==> src/hdl/rawd_pkg.sv <==
// ----------------------------------------------------------------------------
// rawd_pkg
// Shared types, sizes and codes of the radar activity window decider.
// ----------------------------------------------------------------------------
package rawd_pkg;

  // Window geometry
  localparam int WINDOW_LEN   = 32;
  localparam int TARGET_COUNT = 3;
  localparam int NUM_SCORES   = 5;
  localparam int STORE_DEPTH  = TARGET_COUNT * WINDOW_LEN;
  localparam int ADDR_W       = $clog2(STORE_DEPTH);
  localparam int POS_W        = $clog2(WINDOW_LEN);

  // One stored entry: velocity, x, y
  localparam int ENTRY_W      = 48;

  // Config port
  localparam int CFG_INDEX_W  = 3;
  localparam int CFG_DATA_W   = 16;

  // Config reset values
  localparam logic [14:0] VELOCITY_LIMIT_RST = 15'd1000;
  localparam logic [15:0] CONFIDENCE_RST     = 16'd32768;
  localparam logic [15:0] JUMP_LIMIT_RST     = 16'd155;
  localparam logic [15:0] STILL_THRESH_RST   = 16'd15;
  localparam logic [4:0]  STILL_MASK_RST     = 5'd20;
  localparam logic        SKIP_MOTION_RST    = 1'b0;

  typedef enum logic [1:0] {
    CMD_ADD     = 2'd0,
    CMD_ANALYSE = 2'd1,
    CMD_RESTART = 2'd2,
    CMD_READ    = 2'd3
  } command_t;

  typedef enum logic [2:0] {
    RES_STORED        = 3'd0,
    RES_VEL_DROPPED   = 3'd1,
    RES_FULL_IGNORED  = 3'd2,
    RES_ACCEPTED      = 3'd3,
    RES_LOW_CONF      = 3'd4,
    RES_MOTION_FAILED = 3'd5,
    RES_RESTARTED     = 3'd6,
    RES_READ          = 3'd7
  } res_code_t;

  typedef enum logic [CFG_INDEX_W-1:0] {
    CFG_VELOCITY_LIMIT = 3'd0,
    CFG_CONFIDENCE     = 3'd1,
    CFG_JUMP_LIMIT     = 3'd2,
    CFG_STILL_THRESH   = 3'd3,
    CFG_STILL_MASK     = 3'd4,
    CFG_SKIP_MOTION    = 3'd5
  } cfg_index_t;

  typedef struct packed {
    command_t           command;
    logic [1:0]         target;
    logic signed [15:0] sample_velocity;
    logic signed [15:0] sample_x;
    logic signed [15:0] sample_y;
    logic [4:0]         entry_index;
    logic [15:0]        score_0;
    logic [15:0]        score_1;
    logic [15:0]        score_2;
    logic [15:0]        score_3;
    logic [15:0]        score_4;
  } in_item_t;

  typedef struct packed {
    res_code_t          result_code;
    logic [2:0]         action_class;
    logic               window_full;
    logic [4:0]         fill_count;
    logic signed [15:0] read_velocity;
    logic signed [15:0] read_x;
    logic signed [15:0] read_y;
  } out_item_t;

  typedef struct packed {
    logic [14:0] velocity_limit;
    logic [15:0] confidence_threshold;
    logic [15:0] jump_limit;
    logic [15:0] still_threshold;
    logic [4:0]  still_class_mask;
    logic        skip_motion_check;
  } cfg_t;

  // Controller to datapath
  typedef struct packed {
    logic load;     // capture the input word
    logic exec;     // run the command's single-cycle part
    logic walk_rd;  // read next window entry of the walk
    logic finish;   // load the result register
  } ctrl_cmd_t;

  // Datapath to controller
  typedef struct packed {
    command_t command;
    logic     walk_last;
  } dp_status_t;

endpackage

==> src/hdl/rawd_regs.sv <==
// ----------------------------------------------------------------------------
// rawd_regs
// Configuration register file, write-only.
// ----------------------------------------------------------------------------
module rawd_regs (
  input  logic                            clk,
  input  logic                            rst,
  input  logic                            cfg_write,
  input  logic [rawd_pkg::CFG_INDEX_W-1:0] cfg_index,
  input  logic [rawd_pkg::CFG_DATA_W-1:0]  cfg_data,
  output rawd_pkg::cfg_t                  cfg
);

  import rawd_pkg::*;

  always_ff @(posedge clk) begin
    if (rst) begin
      cfg.velocity_limit       <= VELOCITY_LIMIT_RST;
      cfg.confidence_threshold <= CONFIDENCE_RST;
      cfg.jump_limit           <= JUMP_LIMIT_RST;
      cfg.still_threshold      <= STILL_THRESH_RST;
      cfg.still_class_mask     <= STILL_MASK_RST;
      cfg.skip_motion_check    <= SKIP_MOTION_RST;
    end else if (cfg_write) begin
      unique case (cfg_index)
        CFG_VELOCITY_LIMIT: cfg.velocity_limit       <= cfg_data[14:0];
        CFG_CONFIDENCE:     cfg.confidence_threshold <= cfg_data;
        CFG_JUMP_LIMIT:     cfg.jump_limit           <= cfg_data;
        CFG_STILL_THRESH:   cfg.still_threshold      <= cfg_data;
        CFG_STILL_MASK:     cfg.still_class_mask     <= cfg_data[4:0];
        CFG_SKIP_MOTION:    cfg.skip_motion_check    <= cfg_data[0];
        default: ;  // unused index, dropped
      endcase
    end
  end

endmodule

==> config.mk <==
export PLATFORM = sky130hd
export DESIGN_NAME = rawd_regs
export DESIGN_NICKNAME = d
export VERILOG_FILES = /design/src/hdl/rawd_pkg.sv /design/src/hdl/rawd_regs.sv
export SDC_FILE = /design/constraint.sdc
export NUM_CORES = 1
export LEC_CHECK = 0
export ABC_CLOCK_PERIOD_IN_PS = 1100
export BUFFER_PORTS_ARGS = -buffer_cell sky130_fd_sc_hd__buf_2
export CORE_MARGIN = 2
export CORE_UTILIZATION = 34
export DETAILED_ROUTE_END_ITERATION = 10
export PLACE_DENSITY = 0.64
export SLEW_MARGIN = 20
export SYNTH_ARGS = -nofsm -noshare
export SYNTH_HDL_FRONTEND = slang
export SYNTH_SLANG_ARGS = --single-unit
==> constraint.sdc <==
create_clock -name clk -period 1.1 [get_ports clk]
set_input_delay 0.22 -clock clk [delete_from_list [all_inputs] [get_ports clk]]
set_output_delay 0.22 -clock clk [all_outputs]
set_load 0.005 [all_outputs]
---- Yosys cells after proc, flatten, opt, wreduce, memory -nomap -nowiden ----
Index checks and enable logic that the tools add are counted.
word-level totals
  output and inout port bits .............. 69
  bits in registers ....................... 69
  memory bits (writable) .................. 0
  bits in read-only memories .............. 0
  bits of input ports ..................... 22
  word-level logic and storage cells ...... 18
  memories kept ........................... 0
  latch bits .............................. 0
cells by class
  equal/unequal tests ..................... 5
  order comparisons ....................... 0
  div/mod/pow operators ................... 0
  reductions and logical operators ........ 7
  bitwise gates (word level) .............. 0
  shift operators ......................... 0
  multipliers ............................. 0
  mux-type cells .......................... 0
  add/sub/neg operators ................... 0
operators by type and width
  kind                number
  $reduce_and 2->1    6
  $eq 3x2->1 const B  2
  $eq 3x3->1 const B  2
  $eq 3x1->1 const B  1
  $logic_not 3->1     1

---- Logic depth before layout (Yosys ltp) ----
  depth in word-level cells ............... 2
  gate-level depth with buffers ........... 5
  depth with buffers taken out ............ 2

---- Worst setup path after synthesis ----
OpenSTA, ideal clock, no wires.
  kind .................................... input to register
  from .................................... input cfg_index[1] (netlist bit)
  to ...................................... register cfg[57] (netlist bit)
  library setup time ...................... 0.123 ns
  required time ........................... 0.977 ns
  stages .................................. 3
  slack ................................... -0.037 ns
  path buffers ............................ 1
  data arrival time ....................... 1.014 ns
  cells stage by stage .................... or4b_1 buf_6 mux2i_1
on the way
  word-level cells in the longest chain between the ends .. 2
ends and longest elaborated chain
  item                               line             RTL
  start, declared                    rawd_regs.sv:9   input logic [rawd_pkg::CFG_INDEX_W-1:0] cfg_index,
  $logic_not 3->1                    rawd_regs.sv:25  unique case (cfg_index)
  $reduce_and 2->1 (no source line)  n/a
  end, declared                      rawd_regs.sv:11  output rawd_pkg::cfg_t cfg
No other way between the ends.
A chain may end at the register's enable or synchronous reset.

---- Final worst setup path ----
  from .................................... register cfg[40] (netlist bit)
  to ...................................... output cfg[40] (netlist bit)
No word-level cell between the ends.

==> summary.md <==
| Metric | Value |
|---|---|
| Status | complete, no violations |
| Area of the core | 0.00809 mm2 |
| Net Sw Frac | 21.6% |
| Die height | 94.6 um |
| Worst path required time | 880 ps |
| Final slew viol count | 0 |
| Max incr delay on CP | 370 ps |
| Critical-path cell list | buf_2 |
| Area leader, netlist | dfxtp_1 |
| Least-Margin Pin Slew | 280 ps |
| Layout Skew | 0 ps |
| Register area | 0.00138 mm2 |
| Crit path max-delay family | flip-flops |
| RD Place Congestion | 0.688 |
| CP Buf/Inv Count | 1 |
| Area after DPL | 0.00346 mm2 |
| 1st-pass router iterations | 4 |
| Internal power | 4170 uW |
| Arrival time worst endpoint | 820 ps |
| Avg Vias per Cell | 4.49 |
| Synth top area cells | dfxtp_1 49%, mux2i_1 25%, nand2b_1 15% |
| Worst-path clk slew | 70 ps |
| Synth Cell Area | 0.00279 mm2 |
| Setup CP Type | reg2out |
| Synthesized area per cell | 10.7 um2 |
| Clock Path Buffers | 2 |
| Hold Crit Start | cfg_data[5] |
| CTS Sinks | 69 |
| Number of buffers added on ports | 90 |
| Largest net degree at the start of global routing | 53 |
| Post-route DRC | 0 |
| Reg power frac | 48.6% |
| Final setup margin | 56.8 ps |
| PwrDens | 1440 mW/mm2 |
| Largest register by flop count | cfg |
| Seq cells post-synth | 69 |
| GR Overflow Total | 0 |
| # diodes | 0 |
| Worst-path cell with the longest stage delay | dfxtp_1 |
| Initial antenna violation count | 0 |
| Yosys top cell area share | 49.5% |
| Post-DRT Antenna Nets | 0 |
| Mapped Cells | 260 |
| # resized after CTS | 0 |
| CTS tree | yes |
| Die width | 94.6 um |
| FF-to-FF Start | cfg[40] |
| Post-CTS setup buffer count | 0 |
| Vias in the first global route | 1989 |
| Initial Utilization | 34.5% |
| Max FFs per register | 69 |
| Final hold vios | 0 |
| Max_slew headroom | 81.3% |
| Final worst-path cycle share | 94.8% |
| RSZ-0062 raised after global routing | no |
| DR iter-0 viols | 71 |
| Static Leak | 0.00186 uW |
| Unique masters post-synth | 13 |
| Final Cell Area | 0.00369 mm2 |
| Clock Root Buffer | clkbuf_8 |
| DIE AREA | 0.00895 mm2 |
| CP max FO | 2 |
| Fin crit period | 1040 ps |
| Number of max-cap violations | 0 |
| Post-Syn Nets | 282 |
| Area of the multi-input gates | 0.00132 mm2 |
| Htree depth | 3 |
| Final setup viols | 0 |
| CTS buffer count | 9 |
| Clock power frac | 43.4% |
| Share of layout cells above drive strength 1 | 34.2% |
| # nets final | 382 |
| First-pass GRT wire length | 10.4 mm |
| CTS Hold Bufs | 0 |
| Avg WL per Cell | 14.0 um |
| Detailed Place HPWL | 4.78 mm |
| Seq/Total Area, Yosys | 49.5% |
| Final TNS setup | 0 ps |
| Startpoint type of the worst setup path | flip-flop |
| Crit path from | cfg[40] |
| Top Registers | cfg: 69 flops |
| Post-Place Worst Slack | -172 ps |
| Endpoint class of the critical path | primary output |
| Clock latency at the later pin of the worst-skew pair | 330 ps |
| I/O pins | 91 |
| Worst vdd ir | 729 uV |
| Worst min path class | in2reg |
| Yosys warnings | 0 |
| Sw Pwr | 1150 uW |
| Row count | 33 |
| GR Util All Layers | 15.4% |
| Fmax | 0.959 GHz |
| Overall routed net length | 6.60 mm |
| Fillers | 799 |
| Vias | 2108 |
| Synth-to-Final Area Change | 32.0% |
| Comb pwr share | 8.0% |
## path summary, 6_finish.rpt
kind	to	slack (ps)	depth (start not counted)
setup reg to reg	cfg[40]	480	2
hold reg to reg	cfg[41]	470	2
hold / removal	cfg[59]	170	3
setup / recovery	cfg[40]	60	1
## metal layers
metal | vias to the layer above | global-route usage [%] | share of wire, %
met5 | - | 0 | 0
met4 | 0 | 5.80 | 1.3
met3 | 10 | 5.43 | 6.3
met2 | 59 | 23.0 | 44
met1 | 977 | 20.3 | 49
li1 | 1062 | - | -
## cells by family (layout without fill, tap and decap cells)
logic type | count (synthesis) | in the layout | share of synthesized area [%]
and+or+nand+nor | 104 | 104 | 22.4
buffers and inverters | 18 | 123 | 3.36
DFF | 69 | 69 | 49.5
muxes | 69 | 69 | 24.7
## worst register-to-register path, stage by stage (launching register included)
cell	delay, ps
dfxtp_1	370
nand2b_1	60
mux2i_1	120
## power by group through the flow
stage / Sequential, uW / Combinational (uW) / Clock, uW
after floorplan: 2640 / 217 / 0
after global placement: 2640 / 425 / 0
after detailed placement: 2640 / 432 / 0
after CTS: 2580 / 433 / 2370
after global routing: 2590 / 468 / 2510
final: 2580 / 426 / 2300
## synth_stat cells, drive strengths merged
library cell,n
and4bb,1
buf,10
clkbuf,8
dfxtp,69
mux2i,69
nand2b,67
nand4b,2
nand4bb,3
nor2,29
nor4b,1
or4b,1
## through the flow
stage          utilization [%]  hold slack, ps  std cells  total power (uW)
2_1_floorplan                -             387        260              2860
3_3_place_gp              42.8             455        454              3060
3_5_place_dp              42.8             464        454              3070
4_1_cts                   45.5             151        470              5390
5_1_grt                   45.5             168        470              5560
6_report                  45.5             167        470              5310
## cell usage in the layout (no fill, tap or decap)
cell type and n:
and4bb_2 1, buf_12 4, buf_2 90, buf_4 13, bufinv_16 2, clkbuf_1 1
clkbuf_8 11, clkinv_2 2, dfxtp_1 69, mux2i_1 69, nand2b_1 67, nand4b_1 2
nand4bb_1 3, nor2_1 29, nor4b_4 1, or4b_4 1
## final cells by class
cell class              instances  share of cell area [%]
flip-flops and latches         69                    37.5
multi-input cells             173                    35.8
repair buffers                107                    17.0
clock buffers                  12                    4.21
well taps                     105                    3.56
clock inverters                 4                    1.90
Note: power is estimated with default switching activity, not from simulation.
