**config.mk**
```make
export PLATFORM = sky130hd
export DESIGN_NAME = rawd_ctrl
export DESIGN_NICKNAME = d
export VERILOG_FILES = /design/src/hdl/rawd_pkg.sv /design/src/hdl/rawd_ctrl.sv
export SDC_FILE = /design/constraint.sdc
export NUM_CORES = 1
export LEC_CHECK = 0
export ABC_AREA = 1
export BUFFER_PORTS_ARGS = -buffer_cell sky130_fd_sc_hd__buf_2
export CORE_AREA = 3 3 40 42
export CTS_CLUSTER_DIAMETER = 120
export DETAILED_ROUTE_END_ITERATION = 6
export DIE_AREA = 0 0 43 45
export PLACE_DENSITY = 0.32
export SYNTH_ARGS = -nofsm -noshare
export SYNTH_HDL_FRONTEND = slang
export SYNTH_SLANG_ARGS = --single-unit
```
**constraint.sdc**
```tcl
create_clock -name clk -period 1 [get_ports clk]
set_clock_uncertainty 0.2 [all_clocks]
set_input_delay 0.1 -clock clk [delete_from_list [all_inputs] [get_ports clk]]
set_output_delay 0.1 -clock clk [all_outputs]
set_load 0.01 [all_outputs]
```
**src/hdl/rawd_pkg.sv**
```systemverilog
// ----------------------------------------------------------------------------
// rawd_pkg
// Shared types, sizes and codes of the radar activity window decider.
// ----------------------------------------------------------------------------
package rawd_pkg;

  // Window geometry
  localparam int WINDOW_LEN   = 32;
  localparam int TARGET_COUNT = 3;
  localparam int NUM_SCORES   = 5;
  localparam int STORE_DEPTH  = TARGET_COUNT * WINDOW_LEN;
  localparam int ADDR_W       = $clog2(STORE_DEPTH);
  localparam int POS_W        = $clog2(WINDOW_LEN);

  // One stored entry: velocity, x, y
  localparam int ENTRY_W      = 48;

  // Config port
  localparam int CFG_INDEX_W  = 3;
  localparam int CFG_DATA_W   = 16;

  // Config reset values
  localparam logic [14:0] VELOCITY_LIMIT_RST = 15'd1000;
  localparam logic [15:0] CONFIDENCE_RST     = 16'd32768;
  localparam logic [15:0] JUMP_LIMIT_RST     = 16'd155;
  localparam logic [15:0] STILL_THRESH_RST   = 16'd15;
  localparam logic [4:0]  STILL_MASK_RST     = 5'd20;
  localparam logic        SKIP_MOTION_RST    = 1'b0;

  typedef enum logic [1:0] {
    CMD_ADD     = 2'd0,
    CMD_ANALYSE = 2'd1,
    CMD_RESTART = 2'd2,
    CMD_READ    = 2'd3
  } command_t;

  typedef enum logic [2:0] {
    RES_STORED        = 3'd0,
    RES_VEL_DROPPED   = 3'd1,
    RES_FULL_IGNORED  = 3'd2,
    RES_ACCEPTED      = 3'd3,
    RES_LOW_CONF      = 3'd4,
    RES_MOTION_FAILED = 3'd5,
    RES_RESTARTED     = 3'd6,
    RES_READ          = 3'd7
  } res_code_t;

  typedef enum logic [CFG_INDEX_W-1:0] {
    CFG_VELOCITY_LIMIT = 3'd0,
    CFG_CONFIDENCE     = 3'd1,
    CFG_JUMP_LIMIT     = 3'd2,
    CFG_STILL_THRESH   = 3'd3,
    CFG_STILL_MASK     = 3'd4,
    CFG_SKIP_MOTION    = 3'd5
  } cfg_index_t;

  typedef struct packed {
    command_t           command;
    logic [1:0]         target;
    logic signed [15:0] sample_velocity;
    logic signed [15:0] sample_x;
    logic signed [15:0] sample_y;
    logic [4:0]         entry_index;
    logic [15:0]        score_0;
    logic [15:0]        score_1;
    logic [15:0]        score_2;
    logic [15:0]        score_3;
    logic [15:0]        score_4;
  } in_item_t;

  typedef struct packed {
    res_code_t          result_code;
    logic [2:0]         action_class;
    logic               window_full;
    logic [4:0]         fill_count;
    logic signed [15:0] read_velocity;
    logic signed [15:0] read_x;
    logic signed [15:0] read_y;
  } out_item_t;

  typedef struct packed {
    logic [14:0] velocity_limit;
    logic [15:0] confidence_threshold;
    logic [15:0] jump_limit;
    logic [15:0] still_threshold;
    logic [4:0]  still_class_mask;
    logic        skip_motion_check;
  } cfg_t;

  // Controller to datapath
  typedef struct packed {
    logic load;     // capture the input word
    logic exec;     // run the command's single-cycle part
    logic walk_rd;  // read next window entry of the walk
    logic finish;   // load the result register
  } ctrl_cmd_t;

  // Datapath to controller
  typedef struct packed {
    command_t command;
    logic     walk_last;
  } dp_status_t;

endpackage

```
**src/hdl/rawd_ctrl.sv**
```systemverilog
// ----------------------------------------------------------------------------
// rawd_ctrl
// Sequencer: accept, execute, window walk with pipeline drain, finish.
// ----------------------------------------------------------------------------
module rawd_ctrl (
  input  logic                 clk,
  input  logic                 rst,
  input  logic                 start,
  output logic                 busy,
  output rawd_pkg::ctrl_cmd_t  cmd,
  input  rawd_pkg::dp_status_t status
);

  import rawd_pkg::*;

  typedef enum logic [2:0] {
    S_IDLE,
    S_EXEC,
    S_WALK,
    S_DRAIN1,
    S_DRAIN2,
    S_FINISH
  } state_t;

  state_t state;

  always_ff @(posedge clk) begin
    if (rst) begin
      state <= S_IDLE;
    end else begin
      unique case (state)
        S_IDLE: begin
          if (start) begin
            state <= S_EXEC;
          end
        end
        S_EXEC: begin
          state <= (status.command == CMD_ANALYSE) ? S_WALK : S_FINISH;
        end
        S_WALK: begin
          if (status.walk_last) begin
            state <= S_DRAIN1;
          end
        end
        S_DRAIN1: state <= S_DRAIN2;   // read data -> step deltas
        S_DRAIN2: state <= S_FINISH;   // deltas -> still flag
        S_FINISH: state <= S_IDLE;
        default:  state <= S_IDLE;
      endcase
    end
  end

  assign busy = (state != S_IDLE);

  always_comb begin
    cmd         = '0;
    cmd.load    = start && (state == S_IDLE);
    cmd.exec    = (state == S_EXEC);
    cmd.walk_rd = (state == S_WALK);
    cmd.finish  = (state == S_FINISH);
  end

endmodule

```
== Word level (Yosys, flattened, before mapping) ==
Index checks and enable logic that the tools add are counted.
Storage, ports and cells
  bits in registers: 3
  input port bits: 6
  output and inout port bits: 5
  word-level logic and storage cells: 17
Cells by class
  eq/ne operators: 8
  muxes and demuxes: 4
  reductions and logical operators: 4
Operators with widths (number)
  3-bit one-hot mux with 5 select lines: 1
  3-bit two-way mux: 3
  3-bit by 2-bit equality test with 1-bit output (second input constant): 2
  3-bit equality test (second input constant): 2
  3-bit by 1-bit equality test with 1-bit output (second input constant): 1
  3-bit logical NOT: 1
  3-bit nonzero test: 1
  2-bit by 1-bit equality test with 1-bit output (second input constant): 1
  2-bit by 1-bit inequality test with 1-bit output (second input constant): 1
  2-bit inequality test (second input constant): 1
  2-bit AND reduction: 1
  1-bit logical AND: 1

== Depth between registers and ports, before layout ==
Gate-level depths: netlist (run 1).
  depth in word-level cells: 3
  depth in mapped cells: 6
  depth with buffers taken out: 6

== Least setup slack after synthesis (run 1) ==
Ideal clock, no wire load.
  path kind: register to register
  start: register state[0]
  end: register state[1]
  library setup time: 70 ps
  data arrival time: 812 ps
  data required time: 730 ps
  slack: -82 ps
  stages on the path, launching flop included: 5
  path buffers: 0
  period minus slack after synthesis: 1082 ps
  cell sequence: dfxtp_1 -> inv_2 -> nor3_2 -> nand2_1 -> a21oi_1
RTL lines
  start, declared: RTL line rawd_ctrl.sv:25  | state_t state;
  start signal, assigned: RTL line rawd_ctrl.sv:38  | state <= (status.command == CMD_ANALYSE) ? S_WALK : S_FINISH;

==> results.yml, run 1 <==
worst_setup_path:
  path_class: "reg -> out"
  worstPathArrival_ns: 0.97
  path_max_fanout: 4
  ff2ff_path_depth: 6
  r2r_start: "state[0]$_SDFFE_PP0P_"
  crit_path_start_kind: "flop"
  reg2reg_to: "state[0]$_SDFFE_PP0P_"
  crit_required_ns: 0.70
  worst_setup_path_end_kind: "primary output"
  r2r_setup_slack_ns: -0.20
yosys:
  ys_seq_area_share_pct: 31.6
  netlist_area_um2: 190
  yosys_warnings: 0
  yosys_register_bits: 3
  synthCells: 33
  synth_area_leader_cell: "dfxtp_1"
  ys_types: 11
  syn_nets: 39
  synth.top_cell.area_share_pct: 31.6
  avgSynthCellArea_um2: 5.76
  synth.area.top_cells: "dfxtp_1, nor2_1, inv_1"
min_path:
  min_path_type: "in -> reg"
  worstHoldEndpoint: "state[0]$_SDFFE_PP0P_"
  hold_start: "status[0]"
  hold_path_depth: 3
power:
  finalPower_w: 0.000657
  leakagePower_nw: 0.204
  p_clk_share_pct: 32.5
  seqPwrFrac_pct: 25.0
  p_per_area_nw_per_um2: 1600
  internal-power_w: 0.000434
  p_sw_share_pct: 33.9
  p_sw_w: 0.000222
  power_frac_comb_pct: 42.5
  ir_worst_vdd_mv: 0.522
run_status:
  violations: "hold timing, setup timing"
  status: "finished, violations left"
floorplan:
  die_w_um: 43
  fp.coreArea_um2: 1280
  die_height_um: 45
  start_util_pct: 14.8
  rows: 13
  die_area_um2: 1940
  io_pins: 11
routing:
  ant_nets: 0
  routedWlPerCell_um: 8.51
  dr.pass1.iters: 2
  drc: 0
  dr.first_iter.drc_count: 2
  num_vias: 262
  wl_um: 579
  vias_per_cell: 3.85
sta:
  layout_min_cycle_time_ns: 1.27
  timing.hold.ws_ns: -0.0630
  fmax_mhz: 784
  max-slew-margin-rel_pct: 90.6
  tightest_slew_ns: 0.141
  hold_viol: 2
  grt_setup_unrepaired: "true"
  setup_slack_ns: -0.275
  setup_viol: 8
  finalCritPeriodShare_pct: 127
  drv_slew: 0
  finalSetupTns_ns: -1.66
finish:
  n_antenna_cell: 0
  finalNonFillerCells: 68
  multi_input_area_um2: 145
  largest_registers: "state x3"
  fill_cells: 144
  syn_to_final_growth_pct: 116
  mostFrequentLayoutCell: "buf_2"
  final_core_util_pct: 32.0
  seqCellArea_um2: 68.8
  layout-drive-gt1-share_pct: 60.4
  nets: 60
  top_register: "state"
  most-common-layout-cells: "buf_2, inv_1, nand2_1, nor2_1, buf_6"
  largest_reg_flops: 3
grt:
  grt.overflow.total: 0
  grt_pass1_wl_mm: 1.03
  antenna_found_initial: 0
  grt_pass1_vias: 244
  grtUsageTotal_pct: 7.50
  grt_max_degree: 7
clock_tree:
  cts_tree: "done"
  path_clk_slew_ns: 0.04
  htree_levels: 1
  cts_sinks: 3
  cts_made_buffers: 3
  cts_root_buffer: "clkbuf_4"
  clock_path_buffers: 2
  postCtsHoldBufs: 1
  insertion_delay_ns: 0.23
run:
  drv_cap: 0
placed_design:
  hpwl_um: 446
  port-buffer-count: 10
  gp_congestion: 0.601
  place_inst: 60
  dpl_worst_slack_ns: -0.0810
## critical path: stages, from the launching register on
cell	delay, ns
dfxtp_4	0.37
inv_4	0.05
nor3_4	0.16
buf_2	0.16
## cells in the mapped netlist (all sizes together)
cell	n
nor2	8
a21oi	2
nand2	6
inv	8
dfxtp	3
nor3	2
o21ai	1
nand3	3
## routing by layer
metal / wire length, µm / up-vias / GRT usage (%) / share of wire, %
met2: 328 / 2 / 11.1 / 57
li1: - / 139 / - / -
met4: 0 / 0 / 7.23 / 0
met1: 229 / 121 / 8.21 / 40
met5: 0 / - / 0 / 0
met3: 21 / 0 / 2.79 / 3.6
## layout make-up
class | count | share of cell area (%)
repair buffers | 16 | 28.6
multi-input cells | 22 | 35.3
inverters | 8 | 8.51
well taps | 15 | 4.56
clock buffers | 4 | 6.38
flip-flops and latches | 3 | 16.7
## power groups by stage
stage	logic [W]	registers, W	clock network [W]
floorplan	0.000124	0.000161	0
global placement	0.000203	0.000160	0
detailed placement	0.000202	0.000159	0
CTS	0.000240	0.000159	0.000227
global route	0.000308	0.000167	0.000243
finish	0.000280	0.000164	0.000213
## cells by family after synthesis
kind of cell	share of synthesized area [%]
compound gates	7.89
buf+inv	15.8
flops	31.6
simple gates	44.7
## stage by stage
| stage | area, µm² | hold WS (ns) |
|---|---|---|
| floorplan | 219 | -0.0383 |
| detailed placement | 303 | 0.0716 |
| global placement | 303 | 0.0694 |
| finish | 412 | -0.0630 |
| CTS | 367 | -0.0718 |
| global route | 412 | -0.0487 |
## timing repair
item                       CTS  global route
resized for setup            5             9
hold endpoints to repair     3             2
buffers inserted             1             2
setup endpoints to repair    8             8
pin swaps                    4             3
## how the worst max path moves through the flow
stage	startpoint	to	slack, ns
after CTS	state[0]$_SDFFE_PP0P_	cmd[2]	-0.29
after global routing	state[1]$_SDFFE_PP0P_	cmd[3]	-0.33
after floorplan	state[2]$_SDFFE_PP0P_	state[0]$_SDFFE_PP0P_	-0.03
after global placement	state[2]$_SDFFE_PP0P_	state[1]$_SDFFE_PP0P_	-0.09
after detailed placement	state[2]$_SDFFE_PP0P_	state[1]$_SDFFE_PP0P_	-0.08
final	state[0]$_SDFFE_PP0P_	cmd[2]	-0.27
No activity file was read; power rests on OpenSTA's default activity.
==> inputs of run 2 (changes only) <==
Settings changed: PLACE_DENSITY 0.32 to 0.31.
Clock period 1 ns to 1.6 ns, I/O delays scaled along.
==> run 2 against run 1 <==
  * The flow now finishes without violations
  * Power decreased by 51%
  * Final cell count decreased by 5.9%
  * First-iteration DRC count decreased by 100%
  * Routed wire length decreased by 14%
  * Sequential share of layout area increased by 3.0 points
  * Clock power decreased by 38%
  * Non-clock buffer count decreased by 4
  * Die area unchanged
  * Utilization decreased by 8.3 points
  * Global-route usage decreased by 2.1 points
==> results.yml, run 2 (synthesized netlist as in run 1, its figures left out) <==
clock_tree:
  path_clk_slew_ns: 0.04
  postCtsHoldBufs: 2
  cts_tree: "done"
  clock_path_buffers: 2
  cts_resized: 0
  insertion_delay_ns: 0.23
  cts_root_buffer: "clkbuf_4"
  cts_made_buffers: 3
  htree_levels: 1
  cts_sinks: 3
  post_cts_buffers: 0
worst_setup_path:
  crit_required_ns: 1.24
  path_class: "reg -> out"
  worst_setup_path_end_kind: "primary output"
  r2r_start: "state[1]$_SDFFE_PP0P_"
  reg2reg_to: "state[0]$_SDFFE_PP0P_"
  crit_start: "state[1]$_SDFFE_PP0P_"
  r2r_setup_slack_ns: 0.51
  crit_path_start_kind: "flop"
  path_max_fanout: 6
  ff2ff_path_depth: 3
  cp-endpoint: "cmd[3]"
  worstPathArrival_ns: 1.03
floorplan:
  die_w_um: 43
  start_util_pct: 14.8
  fp.coreArea_um2: 1280
  die_area_um2: 1940
  die_height_um: 45
  rows: 13
  io_pins: 11
routing:
  wl_um: 496
  dr.first_iter.drc_count: 0
  vias_per_cell: 3.67
  num_vias: 235
  routedWlPerCell_um: 7.75
  drc: 0
  ant_nets: 0
  dr.pass1.iters: 1
min_path:
  min_path_type: "in -> reg"
  hold_start: "status[2]"
run:
  drv_cap: 0
sta:
  finalCritPeriodShare_pct: 86.9
  max-slew-margin-rel_pct: 86.0
  drv_slew: 0
  finalSetupTns_ns: 0
  grt_setup_unrepaired: "false"
  setup_viol: 0
  tightest_slew_ns: 0.209
  layout_min_cycle_time_ns: 1.39
  hold_viol: 0
  fmax_mhz: 719
power:
  leakagePower_nw: 0.174
  internal-power_w: 0.000218
  p_sw_w: 0.000103
  ir_worst_vdd_mv: 0.261
  seqPwrFrac_pct: 30.1
  p_sw_share_pct: 32.1
  power_frac_comb_pct: 29.2
  p_per_area_nw_per_um2: 1050
  p_clk_share_pct: 40.7
finish:
  largest_reg_flops: 3
  nets: 56
  mostFrequentLayoutCell: "buf_2"
  top_register: "state"
  fill_cells: 153
  layout-drive-gt1-share_pct: 34.7
  n_antenna_cell: 0
  syn_to_final_growth_pct: 60.5
  most-common-layout-cells: "buf_2, nor2_1, nand2_1, inv_1"
  largest_registers: "state x3"
  finalNonFillerCells: 64
  final_area_um2: 305
grt:
  grt_max_degree: 7
  use_met3_pct: 2.39
  met1_usage_pct: 5.06
  antenna_found_initial: 0
  gr-max-usage-layer: "met2"
  grt_pass1_vias: 224
  grt_pass1_wl_um: 738
  grt.overflow.total: 0
  grtUsageMet2_pct: 8.68
  grtUsageTotal_pct: 5.41
placed_design:
  port-buffer-count: 10
  place_inst: 58
  dpl_cell_area_um2: 259
  gp_congestion: 0.674
  hpwl_um: 415
run_status:
  status: "complete, no violations"
run 2: cell type report:
cell class	instances	area, µm²	area share (%)
clock buffers	4	26.3	8.61
inverters	8	30.0	9.84
well taps	15	18.8	6.15
flip-flops and latches	3	60.1	19.7
repair buffers	12	70.1	23.0
multi-input cells	22	100	32.8
run 2: worst min-delay path by stage:
stage | to | slack [ns] | cells after the start
detailed placement | state[1]$_SDFFE_PP0P_ | 0.13 | 2
global placement | state[1]$_SDFFE_PP0P_ | 0.14 | 2
finish | state[1]$_SDFFE_PP0P_ | 0.04 | 4
floorplan | state[1]$_SDFFE_PP0P_ | 0.03 | 1
CTS | state[1]$_SDFFE_PP0P_ | 0.03 | 4
global route | state[1]$_SDFFE_PP0P_ | 0.07 | 4
run 2: per-layer routing:
layer / part of all wire [%] / vias up
li1: - / 132
met1: 43 / 97
met2: 48 / 6
met3: 9.1 / 0
met4: 0 / 0
met5: 0 / -
run 2: metrics by stage:
stage / hold slack, ns / utilization (%) / setup slack [ns] / total power, W
CTS: 0.0298 / 23.8 / 0.201 / 0.000328
global route: 0.0713 / 23.8 / 0.124 / 0.000346
detailed placement: 0.134 / 20.2 / 0.453 / 0.000189
floorplan: 0.0291 / - / 0.463 / 0.000155
global placement: 0.136 / 20.2 / 0.461 / 0.000190
finish: 0.0408 / 23.8 / 0.209 / 0.000321
run 2: worst max-delay path: stages (launching register included):
cell and delay [ns]:
dfxtp_1 0.35, nor2_2 0.16, nand2_1 0.08, nor2_1 0.08
buf_2 0.13
run 2: power groups by stage:
stage / Sequential, W / Clock (W) / Combinational, W
final: 0.0000966 / 0.000131 / 0.0000939
after global routing: 0.0000977 / 0.000141 / 0.000107
after CTS: 0.0000968 / 0.000136 / 0.0000955
after detailed placement: 0.0000980 / 0 / 0.0000913
after global placement: 0.0000986 / 0 / 0.0000918
after floorplan: 0.0000957 / 0 / 0.0000595
